<file path="src/rtl/cpp_pkg.sv">
// Package for the closest-point-on-polygon block: sequencer states, datapath
// operation codes, control/status structs and configuration register indexes.
// No dependencies; imported by the top level, sequencer, datapath and bench files.
`timescale 1ns / 1ps
`default_nettype none

package cpp_pkg;

  // Sequencer states: one pass through S_LOAD..S_CMP handles one edge
  typedef enum logic [3:0] {
    S_IDLE,
    S_LOAD,
    S_MUL0,
    S_MUL1,
    S_MUL2,
    S_MUL3,
    S_LEN,
    S_DIVINIT,
    S_DIV,
    S_LX,
    S_LY,
    S_DX,
    S_DY,
    S_DSUM,
    S_CMP,
    S_OUT
  } cpp_state_t;

  // Operand pairs fed to the shared multiplier
  typedef enum logic [2:0] {
    MUL_VX_WX,
    MUL_VY_WY,
    MUL_VX_VX,
    MUL_VY_VY,
    MUL_VX_T,
    MUL_VY_T,
    MUL_DX_DX,
    MUL_DY_DY
  } cpp_mul_sel_t;

  // Accumulator operation on the registered product
  typedef enum logic [1:0] {
    ACC_HOLD,
    ACC_LOAD,
    ACC_ADD
  } cpp_acc_op_t;

  // Which edge is being closed: previous->current or current->first
  typedef enum logic {
    EDGE_OPEN,
    EDGE_CLOSE
  } cpp_edge_t;

  // Configuration register indexes
  localparam int CFG_INDEX_W = 1;
  localparam logic [CFG_INDEX_W-1:0] REG_CENTER_X = 1'b0;
  localparam logic [CFG_INDEX_W-1:0] REG_CENTER_Y = 1'b1;

  // Sequencer to datapath control
  typedef struct packed {
    logic         cap_vtx;
    logic         first_load;
    logic         prev_in;
    logic         prev_cur;
    logic         edge_load;
    cpp_edge_t    edge_sel;
    cpp_mul_sel_t mul_sel;
    cpp_acc_op_t  acc_op;
    logic         dot_load;
    logic         div_init;
    logic         div_step;
    logic         lerp_x;
    logic         lerp_y;
    logic         best_cmp;
    logic         clear;
    logic         out_load;
  } cpp_ctrl_t;

  // Datapath to sequencer status
  typedef struct packed {
    logic need_div;
  } cpp_stat_t;

endpackage

`default_nettype wire

</file>
<file path="src/rtl/cpp_vertex_if.sv">
// Valid/ready channel that carries one polygon vertex per transfer.
// Standalone; used by the top level of the closest-point block.
`timescale 1ns / 1ps
`default_nettype none

interface cpp_vertex_if #(
  parameter int COORD_WIDTH = 24
) ();
  logic                          valid;
  logic                          ready;
  logic signed [COORD_WIDTH-1:0] vertex_x;
  logic signed [COORD_WIDTH-1:0] vertex_y;
  logic                          last_vertex;

  modport source (output valid, output vertex_x, output vertex_y, output last_vertex,
                  input ready);
  modport sink   (input valid, input vertex_x, input vertex_y, input last_vertex,
                  output ready);
endinterface

`default_nettype wire

</file>
<file path="src/rtl/cpp_point_if.sv">
// Valid/ready channel that carries one closest boundary point per transfer.
// Standalone; used by the top level of the closest-point block.
`timescale 1ns / 1ps
`default_nettype none

interface cpp_point_if #(
  parameter int COORD_WIDTH = 24
) ();
  logic                          valid;
  logic                          ready;
  logic signed [COORD_WIDTH-1:0] closest_x;
  logic signed [COORD_WIDTH-1:0] closest_y;

  modport source (output valid, output closest_x, output closest_y, input ready);
  modport sink   (input valid, input closest_x, input closest_y, output ready);
endinterface

`default_nettype wire

</file>
<file path="src/rtl/closest_point_on_polygon.sv">
// Closest point on a closed polygon boundary: vertices stream in one per
// transfer on vertices, the closest point to the configured centre leaves on
// closest. Load the centre through cfg_write/cfg_index/cfg_data while idle
// (index 0 centre x, index 1 centre y, signed Q15.8).
// Each accepted vertex after the first closes an edge; the vertex with
// last_vertex set also closes the edge back to the first vertex and then
// produces one result. Every edge runs through one shared multiplier and
// accumulator under the sequencer, plus the steps of the restoring divider
// when the projection falls strictly inside the edge. The first vertex of
// a polygon is only stored, a middle one adds its edge, and the last one
// adds its own edge if any, the closing edge and the result register load.
// vertices.ready is low while an edge is in work. The result register
// lets a new polygon start while a result waits; a stalled receiver holds
// the block only when the next result is ready to load. Reset clears the
// centre to zero, empties the vertex store and drops any pending result.
`timescale 1ns / 1ps
`default_nettype none

module closest_point_on_polygon import cpp_pkg::*; #(
  parameter int COORD_WIDTH     = 24,
  parameter int PARAM_FRAC_BITS = 16
) (
  input  logic                   clk,
  input  logic                   rst,
  input  logic                   cfg_write,
  input  logic [CFG_INDEX_W-1:0] cfg_index,
  input  logic [COORD_WIDTH-1:0] cfg_data,
  cpp_vertex_if.sink             vertices,
  cpp_point_if.source            closest
);

  logic signed [COORD_WIDTH-1:0] center_x, center_y;
  logic signed [COORD_WIDTH-1:0] best_x, best_y;
  cpp_ctrl_t                     ctrl;
  cpp_stat_t                     stat;
  logic                          out_free;

  // Configuration registers
  always_ff @(posedge clk) begin
    if (rst) begin
      center_x <= '0;
      center_y <= '0;
    end else if (cfg_write) begin
      unique case (cfg_index)
        REG_CENTER_X: center_x <= cfg_data;
        REG_CENTER_Y: center_y <= cfg_data;
        default: ;
      endcase
    end
  end

  assign out_free = !closest.valid || closest.ready;

  cpp_seq #(
    .PARAM_FRAC_BITS(PARAM_FRAC_BITS)
  ) u_seq (
    .clk      (clk),
    .rst      (rst),
    .in_valid (vertices.valid),
    .in_last  (vertices.last_vertex),
    .in_ready (vertices.ready),
    .out_free (out_free),
    .stat     (stat),
    .ctrl     (ctrl)
  );

  cpp_dp #(
    .COORD_WIDTH    (COORD_WIDTH),
    .PARAM_FRAC_BITS(PARAM_FRAC_BITS)
  ) u_dp (
    .clk      (clk),
    .rst      (rst),
    .ctrl     (ctrl),
    .stat     (stat),
    .in_x     (vertices.vertex_x),
    .in_y     (vertices.vertex_y),
    .center_x (center_x),
    .center_y (center_y),
    .best_x   (best_x),
    .best_y   (best_y)
  );

  // Result register: load on the closing edge, drop on transfer
  always_ff @(posedge clk) begin
    if (rst) begin
      closest.valid <= 1'b0;
    end else if (ctrl.out_load) begin
      closest.valid <= 1'b1;
    end else if (closest.ready) begin
      closest.valid <= 1'b0;
    end
  end

  always_ff @(posedge clk) begin
    if (ctrl.out_load) begin
      closest.closest_x <= best_x;
      closest.closest_y <= best_y;
    end
  end

endmodule

`default_nettype wire

</file>
<file path="src/rtl/cpp_seq.sv">
// Sequencer of the closest-point block: walks each edge through the shared
// multiplier, accumulator and divider steps. Depends on cpp_pkg.
`timescale 1ns / 1ps
`default_nettype none

module cpp_seq import cpp_pkg::*; #(
  parameter int PARAM_FRAC_BITS = 16
) (
  input  logic      clk,
  input  logic      rst,
  input  logic      in_valid,
  input  logic      in_last,
  output logic      in_ready,
  input  logic      out_free,
  input  cpp_stat_t stat,
  output cpp_ctrl_t ctrl
);

  localparam int CNT_W = $clog2(PARAM_FRAC_BITS);

  cpp_state_t       state;
  cpp_state_t       state_next;
  logic             have_first;
  logic             last_reg;
  cpp_edge_t        edge_sel;
  logic [CNT_W-1:0] cnt;
  logic             in_fire;

  assign in_ready = (state == S_IDLE);
  assign in_fire  = in_valid && in_ready;

  // Next state
  always_comb begin
    state_next = state;
    unique case (state)
      S_IDLE: begin
        if (in_fire && (have_first || in_last)) state_next = S_LOAD;
      end
      S_LOAD:    state_next = S_MUL0;
      S_MUL0:    state_next = S_MUL1;
      S_MUL1:    state_next = S_MUL2;
      S_MUL2:    state_next = S_MUL3;
      S_MUL3:    state_next = S_LEN;
      S_LEN:     state_next = S_DIVINIT;
      S_DIVINIT: state_next = stat.need_div ? S_DIV : S_LX;
      S_DIV: begin
        if (cnt == '0) state_next = S_LX;
      end
      S_LX:      state_next = S_LY;
      S_LY:      state_next = S_DX;
      S_DX:      state_next = S_DY;
      S_DY:      state_next = S_DSUM;
      S_DSUM:    state_next = S_CMP;
      S_CMP: begin
        if (edge_sel == EDGE_CLOSE)  state_next = S_OUT;
        else if (last_reg)           state_next = S_LOAD;
        else                         state_next = S_IDLE;
      end
      S_OUT: begin
        if (out_free) state_next = S_IDLE;
      end
      default:   state_next = S_IDLE;
    endcase
  end

  // Control outputs
  always_comb begin
    ctrl          = '0;
    ctrl.edge_sel = edge_sel;
    ctrl.mul_sel  = MUL_VX_WX;
    ctrl.acc_op   = ACC_HOLD;
    unique case (state)
      S_IDLE: begin
        if (in_fire) begin
          ctrl.cap_vtx = 1'b1;
          if (!have_first) begin
            ctrl.first_load = 1'b1;
            ctrl.prev_in    = !in_last;
          end
        end
      end
      S_LOAD:    ctrl.edge_load = 1'b1;
      S_MUL0:    ctrl.mul_sel = MUL_VX_WX;
      S_MUL1: begin
        ctrl.mul_sel = MUL_VY_WY;
        ctrl.acc_op  = ACC_LOAD;
      end
      S_MUL2: begin
        ctrl.mul_sel = MUL_VX_VX;
        ctrl.acc_op  = ACC_ADD;
      end
      S_MUL3: begin
        ctrl.mul_sel  = MUL_VY_VY;
        ctrl.acc_op   = ACC_LOAD;
        ctrl.dot_load = 1'b1;
      end
      S_LEN:     ctrl.acc_op = ACC_ADD;
      S_DIVINIT: ctrl.div_init = 1'b1;
      S_DIV:     ctrl.div_step = 1'b1;
      S_LX:      ctrl.mul_sel = MUL_VX_T;
      S_LY: begin
        ctrl.mul_sel = MUL_VY_T;
        ctrl.lerp_x  = 1'b1;
      end
      S_DX: begin
        ctrl.mul_sel = MUL_DX_DX;
        ctrl.lerp_y  = 1'b1;
      end
      S_DY: begin
        ctrl.mul_sel = MUL_DY_DY;
        ctrl.acc_op  = ACC_LOAD;
      end
      S_DSUM:    ctrl.acc_op = ACC_ADD;
      S_CMP: begin
        ctrl.best_cmp = 1'b1;
        ctrl.prev_cur = (edge_sel == EDGE_OPEN);
      end
      S_OUT: begin
        ctrl.out_load = out_free;
        ctrl.clear    = out_free;
      end
      default: ;
    endcase
  end

  // State and polygon bookkeeping
  always_ff @(posedge clk) begin
    if (rst) begin
      state      <= S_IDLE;
      have_first <= 1'b0;
      last_reg   <= 1'b0;
      edge_sel   <= EDGE_OPEN;
      cnt        <= '0;
    end else begin
      state <= state_next;
      if (in_fire) begin
        have_first <= 1'b1;
        last_reg   <= in_last;
        edge_sel   <= have_first ? EDGE_OPEN : EDGE_CLOSE;
      end
      if (state == S_CMP && edge_sel == EDGE_OPEN && last_reg) edge_sel <= EDGE_CLOSE;
      if (state == S_OUT && out_free) have_first <= 1'b0;
      if (state == S_DIVINIT) cnt <= CNT_W'(PARAM_FRAC_BITS - 1);
      else if (state == S_DIV) cnt <= cnt - 1'b1;
    end
  end

endmodule

`default_nettype wire

</file>
<file path="src/rtl/cpp_dp.sv">
// Datapath of the closest-point block: vertex store, shared multiplier with
// accumulator, restoring divider step, rounding and best-point compare.
// Depends on cpp_pkg; driven by cpp_seq.
`timescale 1ns / 1ps
`default_nettype none

module cpp_dp import cpp_pkg::*; #(
  parameter int COORD_WIDTH     = 24,
  parameter int PARAM_FRAC_BITS = 16
) (
  input  logic                          clk,
  input  logic                          rst,
  input  cpp_ctrl_t                     ctrl,
  output cpp_stat_t                     stat,
  input  logic signed [COORD_WIDTH-1:0] in_x,
  input  logic signed [COORD_WIDTH-1:0] in_y,
  input  logic signed [COORD_WIDTH-1:0] center_x,
  input  logic signed [COORD_WIDTH-1:0] center_y,
  output logic signed [COORD_WIDTH-1:0] best_x,
  output logic signed [COORD_WIDTH-1:0] best_y
);

  localparam int CW = COORD_WIDTH;
  localparam int F  = PARAM_FRAC_BITS;
  localparam int EW = CW + 1;                            // edge and offset vectors
  localparam int MW = ((EW > F + 1) ? EW : F + 1) + 1;   // multiplier operands
  localparam int PW = 2 * MW;                            // product
  localparam int AW = 2 * CW + 3;                        // dot, length, distance
  localparam logic [PW-1:0] HALF  = PW'(1 << (F - 1));
  localparam logic [F:0]    T_ONE = {1'b1, {F{1'b0}}};

  logic signed [CW-1:0] cur_x, cur_y, first_x, first_y, prev_x, prev_y;
  logic signed [CW-1:0] ax, ay, px, py;
  logic signed [CW-1:0] ea_x, ea_y, eb_x, eb_y;
  logic signed [EW-1:0] vx, vy, wx, wy, dx, dy;
  logic        [EW-1:0] abs_vx, abs_vy;
  logic signed [MW-1:0] mul_a, mul_b;
  logic signed [PW-1:0] mul_full, prod;
  logic signed [AW-1:0] prod_a, acc, dot;
  logic        [AW-1:0] lensq, rem, rem2, best_dist;
  logic        [F:0]    t;
  logic        [PW-1:0] rnd;
  logic        [EW-1:0] q, lbase, lres;
  logic                 lsign;
  logic                 len_zero, dot_pos, dot_ge;

  // Edge endpoints
  always_comb begin
    if (ctrl.edge_sel == EDGE_CLOSE) begin
      ea_x = cur_x;
      ea_y = cur_y;
      eb_x = first_x;
      eb_y = first_y;
    end else begin
      ea_x = prev_x;
      ea_y = prev_y;
      eb_x = cur_x;
      eb_y = cur_y;
    end
  end

  // Vertex store and edge setup
  always_ff @(posedge clk) begin
    if (ctrl.cap_vtx) begin
      cur_x <= in_x;
      cur_y <= in_y;
    end
    if (ctrl.first_load) begin
      first_x <= in_x;
      first_y <= in_y;
    end
    if (ctrl.prev_in) begin
      prev_x <= in_x;
      prev_y <= in_y;
    end else if (ctrl.prev_cur) begin
      prev_x <= cur_x;
      prev_y <= cur_y;
    end
    if (ctrl.edge_load) begin
      ax <= ea_x;
      ay <= ea_y;
      vx <= EW'(eb_x) - EW'(ea_x);
      vy <= EW'(eb_y) - EW'(ea_y);
      wx <= EW'(center_x) - EW'(ea_x);
      wy <= EW'(center_y) - EW'(ea_y);
    end
  end

  assign abs_vx = vx[EW-1] ? $unsigned(-vx) : $unsigned(vx);
  assign abs_vy = vy[EW-1] ? $unsigned(-vy) : $unsigned(vy);
  assign dx     = EW'(px) - EW'(center_x);
  assign dy     = EW'(py) - EW'(center_y);

  // Shared multiplier operand select
  always_comb begin
    unique case (ctrl.mul_sel)
      MUL_VX_WX: begin mul_a = MW'(vx);     mul_b = MW'(wx); end
      MUL_VY_WY: begin mul_a = MW'(vy);     mul_b = MW'(wy); end
      MUL_VX_VX: begin mul_a = MW'(vx);     mul_b = MW'(vx); end
      MUL_VY_VY: begin mul_a = MW'(vy);     mul_b = MW'(vy); end
      MUL_VX_T:  begin mul_a = MW'(abs_vx); mul_b = MW'(t);  end
      MUL_VY_T:  begin mul_a = MW'(abs_vy); mul_b = MW'(t);  end
      MUL_DX_DX: begin mul_a = MW'(dx);     mul_b = MW'(dx); end
      MUL_DY_DY: begin mul_a = MW'(dy);     mul_b = MW'(dy); end
      default:   begin mul_a = MW'(vx);     mul_b = MW'(wx); end
    endcase
  end

  assign mul_full = mul_a * mul_b;
  assign prod_a   = AW'(prod);

  // Register the product, then accumulate
  always_ff @(posedge clk) begin
    prod <= mul_full;
    unique case (ctrl.acc_op)
      ACC_LOAD: acc <= prod_a;
      ACC_ADD:  acc <= acc + prod_a;
      default:  acc <= acc;
    endcase
    if (ctrl.dot_load) dot <= acc;
  end

  // Clamp decision for the projection parameter; acc holds the squared length
  assign len_zero      = (acc == '0);
  assign dot_pos       = !dot[AW-1] && (dot != '0);
  assign dot_ge        = $unsigned(dot) >= $unsigned(acc);
  assign stat.need_div = !len_zero && dot_pos && !dot_ge;

  // Restoring divider, one quotient bit per step
  assign rem2 = {rem[AW-2:0], 1'b0};

  always_ff @(posedge clk) begin
    if (ctrl.div_init) begin
      lensq <= $unsigned(acc);
      rem   <= $unsigned(dot);
      t     <= (!len_zero && dot_pos && dot_ge) ? T_ONE : '0;
    end else if (ctrl.div_step) begin
      if (rem2 >= lensq) begin
        rem <= rem2 - lensq;
        t   <= {t[F-1:0], 1'b1};
      end else begin
        rem <= rem2;
        t   <= {t[F-1:0], 1'b0};
      end
    end
  end

  // Round |v| * t to nearest and step from the edge start
  assign rnd = $unsigned(prod) + HALF;
  assign q   = rnd[F +: EW];

  always_comb begin
    lsign = ctrl.lerp_y ? vy[EW-1] : vx[EW-1];
    lbase = ctrl.lerp_y ? EW'(ay) : EW'(ax);
    lres  = lsign ? lbase - q : lbase + q;
  end

  always_ff @(posedge clk) begin
    if (ctrl.lerp_x) px <= lres[CW-1:0];
    if (ctrl.lerp_y) py <= lres[CW-1:0];
  end

  // Keep the first strictly smaller distance
  always_ff @(posedge clk) begin
    if (rst || ctrl.clear) begin
      best_dist <= '1;
    end else if (ctrl.best_cmp && ($unsigned(acc) < best_dist)) begin
      best_dist <= $unsigned(acc);
      best_x    <= px;
      best_y    <= py;
    end
  end

endmodule

`default_nettype wire

</file>
<file path="src/flat_wrapper.sv">
// flat-port wrapper written by rule: the top's interface ports become plain ports
module closest_point_on_polygon_flat import cpp_pkg::*;
#(
  parameter int COORD_WIDTH     = 24,
  parameter int PARAM_FRAC_BITS = 16
)
  (clk, rst, cfg_write, cfg_index, cfg_data, vertices_valid, vertices_vertex_x, vertices_vertex_y, vertices_last_vertex, vertices_ready, closest_valid, closest_closest_x, closest_closest_y, closest_ready);
  cpp_vertex_if #(.COORD_WIDTH(COORD_WIDTH)) vertices_i ();
  cpp_point_if #(.COORD_WIDTH(COORD_WIDTH)) closest_i ();
  input  logic clk;
  input  logic rst;
  input  logic cfg_write;
  input  logic [CFG_INDEX_W-1:0] cfg_index;
  input  logic [COORD_WIDTH-1:0] cfg_data;
  input wire logic [$bits(vertices_i.valid)-1:0] vertices_valid;
  input wire logic [$bits(vertices_i.vertex_x)-1:0] vertices_vertex_x;
  input wire logic [$bits(vertices_i.vertex_y)-1:0] vertices_vertex_y;
  input wire logic [$bits(vertices_i.last_vertex)-1:0] vertices_last_vertex;
  output wire logic [$bits(vertices_i.ready)-1:0] vertices_ready;
  output wire logic [$bits(closest_i.valid)-1:0] closest_valid;
  output wire logic [$bits(closest_i.closest_x)-1:0] closest_closest_x;
  output wire logic [$bits(closest_i.closest_y)-1:0] closest_closest_y;
  input wire logic [$bits(closest_i.ready)-1:0] closest_ready;
  assign vertices_i.valid = vertices_valid;
  assign vertices_i.vertex_x = vertices_vertex_x;
  assign vertices_i.vertex_y = vertices_vertex_y;
  assign vertices_i.last_vertex = vertices_last_vertex;
  assign vertices_ready = vertices_i.ready;
  assign closest_valid = closest_i.valid;
  assign closest_closest_x = closest_i.closest_x;
  assign closest_closest_y = closest_i.closest_y;
  assign closest_i.ready = closest_ready;
  closest_point_on_polygon #(.COORD_WIDTH(COORD_WIDTH), .PARAM_FRAC_BITS(PARAM_FRAC_BITS)) u_core (.clk(clk), .rst(rst), .cfg_write(cfg_write), .cfg_index(cfg_index), .cfg_data(cfg_data), .vertices(vertices_i), .closest(closest_i));
endmodule
</file>
<file path="config.mk">
export PLATFORM = sky130hd
export DESIGN_NAME = closest_point_on_polygon_flat
export DESIGN_NICKNAME = d
export VERILOG_FILES = /design/src/rtl/cpp_pkg.sv /design/src/rtl/cpp_vertex_if.sv /design/src/rtl/cpp_point_if.sv /design/src/rtl/closest_point_on_polygon.sv /design/src/rtl/cpp_seq.sv /design/src/rtl/cpp_dp.sv /design/src/flat_wrapper.sv
export SDC_FILE = /design/constraint.sdc
export NUM_CORES = 2
export LEC_CHECK = 0
export BUFFER_PORTS_ARGS = -buffer_cell sky130_fd_sc_hd__clkbuf_2
export CAP_MARGIN = 20
export CORE_MARGIN = 2
export CORE_UTILIZATION = 51
export CTS_BUF_LIST = sky130_fd_sc_hd__clkbuf_4 sky130_fd_sc_hd__clkbuf_8
export DETAILED_ROUTE_END_ITERATION = 7
export MAX_ROUTING_LAYER = met4
export PLACE_DENSITY = 0.67
export SLEW_MARGIN = 20
export SYNTH_ARGS = -nofsm -noshare
export SYNTH_HDL_FRONTEND = slang
export SYNTH_SLANG_ARGS = --single-unit
</file>
<file path="constraint.sdc">
create_clock -name clk -period 24.2 [get_ports clk]
set_input_delay 1.21 -clock clk [delete_from_list [all_inputs] [get_ports clk]]
set_output_delay 1.21 -clock clk [all_outputs]
set_load 0.01 [all_outputs]
</file>
==> impl_summary.md <==
Global routing
The via count of the first global-routing pass came to 54100. The maximum number of pins on one net before global-route repair is 102. The global-route wire length before repair is 326 mm.

For this run the aggregate overflow at the end of global routing stands at 0. The overall global routing resource usage is 31.5%. The initial antenna violation count was 5.

Setup path
In this design, the largest share of critical-path delay is due to adder cells. In this run the worst path has a maximum fanout of 27. For flop-to-flop paths, the worst setup slack is 12.52 ns.

Counting both buffers and inverters, the worst setup path holds a total of 6. The required time of the critical path is 25.01 ns. The slowest stage of the critical path belongs to the cell sky130_fd_sc_hd__a21oi_4. Counting stages on the worst path, the most repeated cell is sky130_fd_sc_hd__fa_1. The nature of the critical path endpoint is a register. The path type of the worst setup path is reg -> reg. In this run the critical register-to-register path is launched from u_core.u_seq.state[3]. At the worst endpoint, the arrival time is 12.48 ns.

The delay of the slowest cell on the worst path is 0.81 ns. The element type at the critical path start is a register. The number of cells on the worst reg-to-reg path is 36. The endpoint identified for the worst register-to-register timing path is u_core.u_dp.prod[49].

Synth
When the netlist entered floorplanning its net count stood at 8465. In the synthesized netlist, the cells that appear most often are 1005 x sky130_fd_sc_hd__inv_1, 953 x sky130_fd_sc_hd__nand2_1, 711 x sky130_fd_sc_hd__fa_1. After technology mapping, the gate count stands at 7156. The post-synthesis async set-or-reset flop share is 0%. After synthesis, the cell types taking the most area are sky130_fd_sc_hd__edfxtp_1 28%, sky130_fd_sc_hd__fa_1 20%, sky130_fd_sc_hd__ha_1 9.1%.

The netlist area before placement is 71100 um2. Sequential cells were found to cover 32.3% of the synthesized design area. The number of distinct library cells after synthesis is 92. The most used flip-flop cell after synthesis is sky130_fd_sc_hd__edfxtp_1. The flip-flop and latch count after synthesis is 818.

The number of flops mapped to enable cells by yosys is 656. The top-area cell type share of the netlist area is 27.7%. Summed over all instances, the cell type with the most area after synthesis is sky130_fd_sc_hd__edfxtp_1.

The Yosys step of the flow raised 0 warnings. By instance count, the leading cell after synthesis is sky130_fd_sc_hd__inv_1. In this run the mean area of a mapped cell was 9.93 um2.

Drt
The via count is 54300. After the first detailed-routing iteration, the DRC count stood at 5467. The number of optimization iterations in the first detailed-route pass is 8. The overall routed net length is 216 mm. Once detail routing completed, the nets flagged for antenna violations numbered 0.

The number of remaining DRC errors is 3. The mean number of vias per cell is 5.91. In the final routed layout, each cell accounts on average for 23.5 um.

Job
The tool flagged a number of max-cap violations equal to 0.

STA
Setup repair after global routing left no endpoint under its margin. Across the routed clock network, the largest skew measured is 0.0518 ns. The final hold violation count is 0. The worst max-slew margin expressed relative to the limit is 22.5%. The number of max-slew violations in the final report is 0. In the final timing run, aggregate negative setup slack is 0 ns. The shortest period the worst path allows is 11.68 ns. The share of the clock period used by the worst path is 48.3%. Based on the critical path, the design can be clocked at up to 85.6 MHz. The count of endpoints failing setup in the final report is 0. The measured slew at the worst slew-check pin is 1.16 ns.

Worst hold path
The class of the worst hold path is reg -> reg. The worst hold path begins at u_core.u_dp.best_x[15]. The hold-critical path depth is 0. The worst hold path endpoint is u_core.closest.closest_x[15].

Place
The detailed placement HPWL is 166 mm. The congestion estimate from routability-driven global placement came to 0.991. The number of buffer cells added on primary ports is 128.

Die
The number of top-level pins is 129. The total core area is 138000 um2. The die outline height is 377 um. The chip width is 377 um. Row generation in the floorplan step produced 136 rows. For this configuration, the core starts out at a cell density of 51.6%. The area of the die is 142000 um2.

Clock network
Gates resized during post-CTS repair numbered 0. The later pin in the worst-skew pair is clocked with a latency of 0.90 ns. The post-CTS clock slew at the launch and capture registers of the worst setup and hold paths is 0.07 ns. The post-cts hold buffer count is 0. The post-CTS setup buffer count is 0.

Counting the buffers created by CTS gives 144. The clock root buffer is sky130_fd_sc_hd__clkbuf_8. The clock net sink count is 818. The number of H-tree levels is 4. The longest clock path from root to sink contains 3 buffers. TritonCTS built the clock tree.

Finish
The share of cells above drive strength 1 is 9.22%. The layout has 12000 filler cells. The sequential cells in the finished layout cover a total of 22900 um2.

The relative area change from synthesis to final layout is 8.46%. The area used by multi-input combinational logic is 43600 um2. The final layout contains 8587 nets.

Status
The flow ran to the end, but the final reports show violations. The final reports fail on DRC.
worst reg2reg max path: cells and delay by family, from the launching register on:
kind / cells / cell delay [ns]
fa+ha+maj: 8 / 3.90
xor+xnor: 1 / 0.14
simple gates: 8 / 2.38
compound gates: 13 / 3.81
flops: 1 / 0.57
buf+inv: 6 / 0.82
placed cells by master (no fill, tap or decap), types with 100 or more instances in the layout:
master                     count
sky130_fd_sc_hd__a21o_1      132
sky130_fd_sc_hd__a21oi_1     425
sky130_fd_sc_hd__and2_1      140
sky130_fd_sc_hd__clkbuf_2    128
sky130_fd_sc_hd__clkbuf_8    154
sky130_fd_sc_hd__dfxtp_1     161
sky130_fd_sc_hd__edfxtp_1    656
sky130_fd_sc_hd__fa_1        711
sky130_fd_sc_hd__ha_1        518
sky130_fd_sc_hd__inv_1      1002
sky130_fd_sc_hd__mux2_2      130
sky130_fd_sc_hd__nand2_1     952
sky130_fd_sc_hd__nand3_1     100
sky130_fd_sc_hd__nor2_1      365
sky130_fd_sc_hd__o21ai_0     227
sky130_fd_sc_hd__xnor2_1     230
cells by family after synthesis:
logic type / after synthesis / synth area share, %
compound gates: 1318 / 12.0
xor+xnor: 327 / 4.03
mux: 204 / 3.10
buf+inv: 1254 / 6.66
flops: 818 / 32.3
fa+ha+maj: 1230 / 29.2
simple gates: 2005 / 12.7
layer usage:
metal	GRT usage (%)	share of wire, %
met5	-	0
met4	12.1	4.2
met3	6.28	9.6
met2	46.1	44
met1	43.1	43
how the worst max path moves through the flow:
stage | from | to | slack (ns) | cells past startpoint
global placement | u_core.u_dp.px[0] | u_core.u_dp.prod[50] | 12.87 | 38
floorplan | u_core.u_seq.state[2] | u_core.u_dp.ax[0] | 12.63 | 3
CTS | u_core.u_seq.state[3] | u_core.u_dp.prod[50] | 12.64 | 36
detailed placement | u_core.u_seq.state[3] | u_core.u_dp.prod[50] | 12.68 | 36
finish | u_core.u_seq.state[3] | u_core.u_dp.prod[49] | 12.52 | 36
global route | u_core.u_seq.state[3] | u_core.u_dp.prod[50] | 11.94 | 36
cell type report:
type                       instances  area share [%]
inverter                        1009            4.91
antenna                            5          0.0162
timing repair buffer             221            1.74
sequential                       818            29.8
tap                             1794            2.91
clock buffer                     204            3.24
clock inverter                    61           0.839
multi-input combinational       5084            56.6
stage by stage:
step / instances / hold WS [ns] / utilization [%] / area, um2 / setup slack (ns)
3_5_place_dp: 8925 / 0.405 / 53.6 / 73900 / 12.68
5_1_grt: 9194 / 0.424 / 55.9 / 77100 / 11.94
6_report: 9196 / 0.419 / 55.9 / 77100 / 12.52
4_1_cts: 9190 / 0.419 / 55.9 / 77100 / 12.64
3_3_place_gp: 8925 / 0.401 / 53.6 / 73900 / 12.87
2_1_floorplan: 7156 / 0.400 / - / 71100 / 12.63
Power is left out: the tool's default activity adds up to more than one toggle a clock period on the data nets, which glitch-free logic cannot reach.
